[src/hdl/cursor_text_buffer_macros.svh]
// Assertion macros shared by the cursor text buffer RTL.
`ifndef CURSOR_TEXT_BUFFER_MACROS_SVH
`define CURSOR_TEXT_BUFFER_MACROS_SVH

// Same-cycle implication, checked outside reset.
`define CTB_ASSERT_IMP(label, clk, rst_n, ante, cons) \
  label: assert property (@(posedge clk) disable iff (!(rst_n)) (ante) |-> (cons)) \
    else $error("cursor_text_buffer: assertion failed");

// Next-cycle implication, checked outside reset.
`define CTB_ASSERT_NXT(label, clk, rst_n, ante, cons) \
  label: assert property (@(posedge clk) disable iff (!(rst_n)) (ante) |=> (cons)) \
    else $error("cursor_text_buffer: assertion failed");

`endif

[src/hdl/ctb_pkg.sv]
// Types and constants of the cursor text buffer.
`default_nettype none

package ctb_pkg;

  localparam int unsigned Capacity = 64;
  localparam int unsigned AddrW    = $clog2(Capacity);
  localparam int unsigned CntW     = $clog2(Capacity + 1);

  typedef enum logic [2:0] {
    CMD_FORWARD  = 3'd0,
    CMD_BACKWARD = 3'd1,
    CMD_START    = 3'd2,
    CMD_END      = 3'd3,
    CMD_INSERT   = 3'd4,
    CMD_DELETE   = 3'd5,
    CMD_READ     = 3'd6
  } ctb_cmd_e;

  typedef struct packed {
    logic [2:0] cmd;
    logic [7:0] char_in;
    logic [5:0] read_index;
  } ctb_req_t;

  typedef struct packed {
    logic [6:0] cursor_pos;
    logic [6:0] text_length;
    logic [7:0] read_char;
    logic       dropped;
  } ctb_rsp_t;

endpackage

`default_nettype wire

[src/hdl/cursor_text_buffer.sv]
// Cursor text buffer: byte store with cursor, insert/delete shift walk in one RAM.
//
//  channel   | ports                      | handshake
//  ----------+----------------------------+--------------------------------------
//  command   | start, busy, req_i         | transaction when start && !busy
//  result    | rsp_valid_o, rsp_o         | one-cycle strobe, no back-pressure
//
// Cursor moves, jumps, unknown codes, refused inserts, deletes at the end and
// reads at or past the length: result in the cycle after the transaction. A
// read below the length passes through the RAM read register and then the
// result register. Insert and delete walk the bytes behind the cursor through
// the single RAM, one entry per cycle with read and write overlapped, then
// drain the last write-back and then place the byte or shrink; when no byte
// has to move, the walk and the drain are skipped. Reset clears cursor and
// length at once; the RAM needs no clearing pass, since only entries below
// the length are ever read.
// The result port cannot stall; busy holds off new commands during a walk or a RAM read.
`default_nettype none
`include "cursor_text_buffer_macros.svh"

module cursor_text_buffer (
  input  wire logic              clk_i,
  input  wire logic              rst_ni,
  input  wire logic              start,
  output logic                   busy,
  input  wire ctb_pkg::ctb_req_t req_i,
  output logic                   rsp_valid_o,
  output ctb_pkg::ctb_rsp_t      rsp_o
);
  import ctb_pkg::*;

  // One-hot sequencer states.
  typedef enum logic [2:0] {
    ST_IDLE   = 3'b001,
    ST_SHIFT  = 3'b010,
    ST_RDWAIT = 3'b100
  } ctb_state_e;

  ctb_state_e state_q, state_d;

  // Architectural state.
  logic [CntW-1:0]  cursor_q, cursor_d;
  logic [CntW-1:0]  len_q, len_d;

  // Walk pointer and the one outstanding write-back.
  logic [CntW-1:0]  ptr_q, ptr_d;
  logic             pend_q, pend_d;
  logic [AddrW-1:0] pend_addr_q, pend_addr_d;

  // Latched command of the transaction in flight.
  logic             ins_q, ins_d;
  logic [7:0]       ch_q, ch_d;

  // Result register.
  logic             rsp_valid_q, rsp_valid_d;
  ctb_rsp_t         rsp_q, rsp_d;
  logic [7:0]       rchar;
  logic             drop;

  // Text RAM, one read and one write port, registered read data.
  logic [7:0]       mem_q [Capacity];
  logic             rd_en;
  logic [AddrW-1:0] raddr;
  logic [7:0]       rdata_q;
  logic             we;
  logic [AddrW-1:0] waddr;
  logic [7:0]       wdata;

  logic             more;

  always_ff @(posedge clk_i) begin
    if (rd_en) begin
      rdata_q <= mem_q[raddr];
    end
    if (we) begin
      mem_q[waddr] <= wdata;
    end
  end

  always_comb begin
    state_d     = state_q;
    cursor_d    = cursor_q;
    len_d       = len_q;
    ptr_d       = ptr_q;
    pend_d      = 1'b0;
    pend_addr_d = pend_addr_q;
    ins_d       = ins_q;
    ch_d        = ch_q;
    rsp_valid_d = 1'b0;
    rchar       = 8'd0;
    drop        = 1'b0;
    rd_en       = 1'b0;
    raddr       = '0;
    we          = 1'b0;
    waddr       = pend_addr_q;
    wdata       = rdata_q;
    more        = 1'b0;

    // Drain the write-back of the entry read last cycle.
    if (pend_q) begin
      we = 1'b1;
    end

    unique case (state_q)
      ST_IDLE: begin
        if (start) begin
          ch_d = req_i.char_in;
          unique case (ctb_cmd_e'(req_i.cmd))
            CMD_FORWARD: begin
              if (cursor_q < len_q) cursor_d = cursor_q + CntW'(1);
              rsp_valid_d = 1'b1;
            end
            CMD_BACKWARD: begin
              if (cursor_q != '0) cursor_d = cursor_q - CntW'(1);
              rsp_valid_d = 1'b1;
            end
            CMD_START: begin
              cursor_d    = '0;
              rsp_valid_d = 1'b1;
            end
            CMD_END: begin
              cursor_d    = len_q;
              rsp_valid_d = 1'b1;
            end
            CMD_INSERT: begin
              if (len_q >= CntW'(Capacity)) begin
                drop        = 1'b1;
                rsp_valid_d = 1'b1;
              end else begin
                // Walk down from the end, moving each byte up one slot.
                ins_d   = 1'b1;
                ptr_d   = len_q;
                state_d = ST_SHIFT;
              end
            end
            CMD_DELETE: begin
              if (cursor_q < len_q) begin
                // Walk up from behind the cursor, moving each byte down.
                ins_d   = 1'b0;
                ptr_d   = cursor_q + CntW'(1);
                state_d = ST_SHIFT;
              end else begin
                rsp_valid_d = 1'b1;
              end
            end
            CMD_READ: begin
              if (CntW'(req_i.read_index) < len_q) begin
                rd_en   = 1'b1;
                raddr   = AddrW'(req_i.read_index);
                state_d = ST_RDWAIT;
              end else begin
                rsp_valid_d = 1'b1;
              end
            end
            default: begin
              rsp_valid_d = 1'b1;
            end
          endcase
        end
      end

      ST_SHIFT: begin
        more = ins_q ? (ptr_q > cursor_q) : (ptr_q < len_q);
        if (more) begin
          rd_en  = 1'b1;
          pend_d = 1'b1;
          if (ins_q) begin
            raddr       = AddrW'(ptr_q - CntW'(1));
            pend_addr_d = AddrW'(ptr_q);
            ptr_d       = ptr_q - CntW'(1);
          end else begin
            raddr       = AddrW'(ptr_q);
            pend_addr_d = AddrW'(ptr_q - CntW'(1));
            ptr_d       = ptr_q + CntW'(1);
          end
        end else if (!pend_q) begin
          // Walk drained: place the byte or shrink, then report.
          if (ins_q) begin
            we       = 1'b1;
            waddr    = AddrW'(cursor_q);
            wdata    = ch_q;
            len_d    = len_q + CntW'(1);
            cursor_d = cursor_q + CntW'(1);
          end else begin
            len_d = len_q - CntW'(1);
          end
          rsp_valid_d = 1'b1;
          state_d     = ST_IDLE;
        end
      end

      ST_RDWAIT: begin
        rchar       = rdata_q;
        rsp_valid_d = 1'b1;
        state_d     = ST_IDLE;
      end

      default: begin
        state_d = ST_IDLE;
      end
    endcase

    rsp_d.cursor_pos  = 7'(cursor_d);
    rsp_d.text_length = 7'(len_d);
    rsp_d.read_char   = rchar;
    rsp_d.dropped     = drop;
  end

  always_ff @(posedge clk_i or negedge rst_ni) begin
    if (!rst_ni) begin
      state_q     <= ST_IDLE;
      cursor_q    <= '0;
      len_q       <= '0;
      pend_q      <= 1'b0;
      rsp_valid_q <= 1'b0;
    end else begin
      state_q     <= state_d;
      cursor_q    <= cursor_d;
      len_q       <= len_d;
      pend_q      <= pend_d;
      rsp_valid_q <= rsp_valid_d;
    end
  end

  always_ff @(posedge clk_i) begin
    ptr_q       <= ptr_d;
    pend_addr_q <= pend_addr_d;
    ins_q       <= ins_d;
    ch_q        <= ch_d;
    rsp_q       <= rsp_d;
  end

  assign busy        = (state_q != ST_IDLE);
  assign rsp_valid_o = rsp_valid_q;
  assign rsp_o       = rsp_q;

  `CTB_ASSERT_IMP(a_cursor_le_len, clk_i, rst_ni, 1'b1, cursor_q <= len_q)
  `CTB_ASSERT_IMP(a_len_le_cap, clk_i, rst_ni, 1'b1, len_q <= CntW'(Capacity))
  `CTB_ASSERT_IMP(a_rsp_in_idle, clk_i, rst_ni, rsp_valid_q, state_q == ST_IDLE)
  `CTB_ASSERT_IMP(a_pend_in_shift, clk_i, rst_ni, pend_q, state_q == ST_SHIFT)
  `CTB_ASSERT_NXT(a_start_answered, clk_i, rst_ni, start && !busy, rsp_valid_q || (state_q != ST_IDLE))

endmodule

`default_nettype wire
[config.mk]
export PLATFORM = sky130hd
export DESIGN_NAME = cursor_text_buffer
export DESIGN_NICKNAME = d
export VERILOG_FILES = /design/src/hdl/ctb_pkg.sv /design/src/hdl/cursor_text_buffer.sv
export VERILOG_INCLUDE_DIRS = /design/src /design/src/hdl
export SDC_FILE = /design/constraint.sdc
export NUM_CORES = 1
export LEC_CHECK = 0
export BUFFER_PORTS_ARGS = -buffer_cell sky130_fd_sc_hd__buf_2
export CAP_MARGIN = 40
export CORE_ASPECT_RATIO = 0.75
export CORE_UTILIZATION = 63
export CTS_CLUSTER_DIAMETER = 200
export DETAILED_ROUTE_END_ITERATION = 8
export PLACE_DENSITY = 0.87
export SLEW_MARGIN = 20
export SYNTH_ARGS = -nofsm -noshare
export SYNTH_HDL_FRONTEND = slang
export SYNTH_SLANG_ARGS = --single-unit
[constraint.sdc]
create_clock -name clk_i -period 4.96 [get_ports clk_i]
set_input_delay 0.496 -clock clk_i [delete_from_list [all_inputs] [get_ports clk_i]]
set_output_delay 0.496 -clock clk_i [all_outputs]
set_load 0.01 [all_outputs]
==> impl_metrics.env <==
export IMPL_synth_top_area_frac=0.643
export IMPL_root_buffer="sky130_fd_sc_hd__clkbuf_16"
export IMPL_number_of_detailed_route_iterations_in_the_first_pass=6
export IMPL_swShare=0.267
export IMPL_synthesis_nets=1885
export IMPL_power_share_clock=0.352
export IMPL_power_combinational_fraction=0.150
export IMPL_ctsHtreeMaxLevel=2
export IMPL_timing_fmax_mhz=209
export IMPL_timing_critical_path_mode_cell="sky130_fd_sc_hd__a21oi_1"
export IMPL_clock_skew_ns=0.0241
export IMPL_worst_r2r_cell_count=11
export IMPL_path_class="flip-flop to flip-flop"
export IMPL_crit_buf_inv=2
export IMPL_pre_cts_ws_ns=0.489
export IMPL_dr_first_iter_drc_count=2974
export IMPL_detailed_route_via_count=17323
export IMPL_run_status="completed"
export IMPL_via_count_of_the_first_global_routing_pass=16623
export IMPL_layout_drive_gt1_share=0.169
export IMPL_cp_peak_stage_delay_ns=0.84
export IMPL_cts_post_setup_buffers_inserted=0
export IMPL_hold_viol_final=0
export IMPL_timing_critical_path_from_type="flip-flop"
export IMPL_grt_max_degree=54
export IMPL_power_sequential_fraction=0.498
export IMPL_netlist_area_sq_um=25300
export IMPL_power_switching_mw=3.06
export IMPL_maxSlewViolCount=0
export IMPL_grt_overflow=0
export IMPL_fp_dieH_um=176
export IMPL_finalInstanceArea_sq_um=28500
export IMPL_cts_num_sinks=584
export IMPL_p_int_mw=8.38
export IMPL_ioPinCount=45
export IMPL_cts_hold_fix_buffers=1
export IMPL_route_detailed_wl_per_inst_um=28.3
export IMPL_syn_to_final_growth_pct=12.5
export IMPL_yosys_cell_types_count=88
export IMPL_rsz0062_at_grt="false"
export IMPL_worst_path_max_delay_cell="sky130_fd_sc_hd__nor4_1"
export IMPL_critical_path_top_delay_family="simple AND/OR/NAND/NOR gates"
export IMPL_number_of_buffers_on_the_longest_clock_path=3
export IMPL_syn_inst=1829
export IMPL_drt_drc_violations_left=0
export IMPL_synthesis_area_per_instance_sq_um=13.8
export IMPL_timing_slew_headroom=0.270
export IMPL_rows=63
export IMPL_cap_violations=0
export IMPL_number_of_buffers_inserted_during_clock_tree_synthesis=52
export IMPL_finalSetupViolations=0
export IMPL_fp_dieArea_sq_um=41000
export IMPL_hold_path_depth=1
export IMPL_final_setup_tns_ns=0
export IMPL_yosysSeqAreaShare=0.680
export IMPL_worst_skew_pair_late_latency_ns=0.60
export IMPL_crit_path_dat_ns=5.09
export IMPL_postCtsResizedCells=0
export IMPL_library_cell_with_the_highest_instance_count_after_synthesis="sky130_fd_sc_hd__edfxtp_1"
export IMPL_postSynth_topFlopCell="sky130_fd_sc_hd__edfxtp_1"
export IMPL_initial_utilization=0.640
export IMPL_detail_route_wirelength_mm=71.4
export IMPL_static_leakage_power_nw=10.2
export IMPL_dp_hpwl_mm=47.0
export IMPL_synth_seq_cells=584
export IMPL_fp_dieW_um=233
export IMPL_cp_depth=11
export IMPL_fp_coreArea_sq_um=39600
export IMPL_nets=2016
export IMPL_hold_path_class="input port to flip-flop"
export IMPL_gr_usage_all_layers=0.352
export IMPL_finalWeightedCongestion=0.956
export IMPL_antenna_violating_nets_post_route=0
export IMPL_synth_edff_count=542
export IMPL_drt_vias_per_instance=6.87
export IMPL_grt_antenna_before_repair=3
export IMPL_path_clk_slew_ns=0.06
export IMPL_path_max_fanout=53
export IMPL_io_buffers=44
export IMPL_setup_ws_ns=0.165
export IMPL_synth_largest_area_cell="sky130_fd_sc_hd__edfxtp_1"
export IMPL_crit_path_cell_trace="clkinv_1 -> ha_1 -> a21oi_1 -> a21oi_1 -> o21bai_4 -> nor2_1 -> or3_4 -> buf_4 -> a311oi_1 -> nor4_1 -> nor4b_2"
export IMPL_synth_common_cells="542 x sky130_fd_sc_hd__edfxtp_1, 310 x sky130_fd_sc_hd__nand2_1, 100 x sky130_fd_sc_hd__mux2i_1"
export IMPL_postSynth_asyncResetShare=0.0325
export IMPL_dpl_instance_area_sq_um=26600
export IMPL_synth_top_cells_by_area="sky130_fd_sc_hd__edfxtp_1 64%, sky130_fd_sc_hd__nand2_1 4.6%, sky130_fd_sc_hd__mux2i_1 4.0%"
export IMPL_max_slew_worst_pin_slew_ns=1.09
export IMPL_ys_warnings_count=0
export IMPL_timing_critical_path_to_type="flip-flop"
export IMPL_cp_required_ns=5.25
export IMPL_tritoncts="yes"
export IMPL_max_vdd_ir_drop_v=0.000332
export IMPL_wire_length_of_the_first_global_routing_pass_mm=105
export IMPL_power_per_cell_area_nw_per_um2=402
export IMPL_final_min_period_over_clock_period=0.967
export IMPL_period_minus_slack_ns=4.79
[stage by stage]
| step | cells | utilization | total power [mW] | hold WS, ns |
|---|---|---|---|---|
| 2_1_floorplan | 1829 | - | 6.80 | 0.200 |
| 3_3_place_gp | 2395 | 0.670 | 7.37 | 0.511 |
| 3_5_place_dp | 2409 | 0.673 | 7.42 | 0.505 |
| 4_1_cts | 2504 | 0.716 | 11.4 | 0.0769 |
| 5_1_grt | 2520 | 0.719 | 11.7 | 0.0778 |
| 6_report | 2521 | 0.719 | 11.4 | 0.0849 |
[cells in the final DEF, fill, tap and decap left out, drive strengths merged, types with 5 or more instances in the layout]
master and count:
mux2i 100, nand2 310, mux4 29, or2 6, xor2 10, nor3 17, and3 14, ha 35
and2 16, a31oi 23, nand3 95, nor2 101, buf 179, o21a 7, o211ai 16, a311oi 18
dfxtp 23, nor2b 5, edfxtp 542, clkinv 26, a21o 8, bufinv 6, a211o 7, inv 31
nor4 7, mux2 11, nor3b 23, o21ai 53, clkbuf 61, nand4 7, a211oi 34, xnor2 22
nand2b 6, a21oi 48, or3 11, dfrtp 18
[state kept, by name, indices dropped and copies added, names as in the netlist]
name         flops
mem_q          512
rsp_o           23
ch_q             8
rdata_q          8
cursor_q         7
len_q            7
ptr_q            7
pend_addr_q      6
state_q          3
ins_q            1
pend_q           1
rsp_valid_o      1
[power groups by stage]
| stage | Clock [mW] | Combinational, mW | Sequential, mW |
|---|---|---|---|
| after global placement | 0 | 1.59 | 5.78 |
| after global routing | 4.21 | 1.82 | 5.70 |
| after CTS | 4.03 | 1.65 | 5.69 |
| after floorplan | 0 | 1.05 | 5.75 |
| after detailed placement | 0 | 1.63 | 5.79 |
| final | 4.03 | 1.71 | 5.69 |
[path summary, 6_finish.rpt]
kind                                to  slack (ns)         from
min in group asynchronous  cursor_q[6]        0.44       rst_ni
min reg2reg                 state_q[0]        0.58   state_q[1]
min                            ch_q[3]        0.08     req_i[9]
max                         rdata_q[3]        0.17  cursor_q[2]
max in group asynchronous  cursor_q[3]        4.13       rst_ni
max reg2reg                 rdata_q[3]        0.17  cursor_q[2]
[metal layers]
| metal | GRT usage | share of wire | vias to the layer above |
|---|---|---|---|
| met5 | 0 | 0.00055 | - |
| met4 | 0.122 | 0.039 | 6 |
| met3 | 0.124 | 0.16 | 266 |
| met2 | 0.506 | 0.44 | 1516 |
| met1 | 0.501 | 0.36 | 8381 |
| li1 | - | - | 7154 |
[cells by family after synthesis]
family,share of synthesized area
compound gates,0.0747
fa+ha+maj,0.0181
mux,0.0703
xor+xnor,0.0111
simple gates,0.118
flops,0.680
buf+inv,0.0281
[layout make-up]
class | count | area (sq um)
fill | 2403 | 11100
clock inverter | 33 | 329
clock buffer | 61 | 1340
antenna | 1 | 2.50
inverter | 32 | 121
multi-input combinational | 1110 | 7430
tap | 520 | 651
timing repair buffer | 180 | 1380
sequential | 584 | 17200
(Power assumes the default switching activity.)
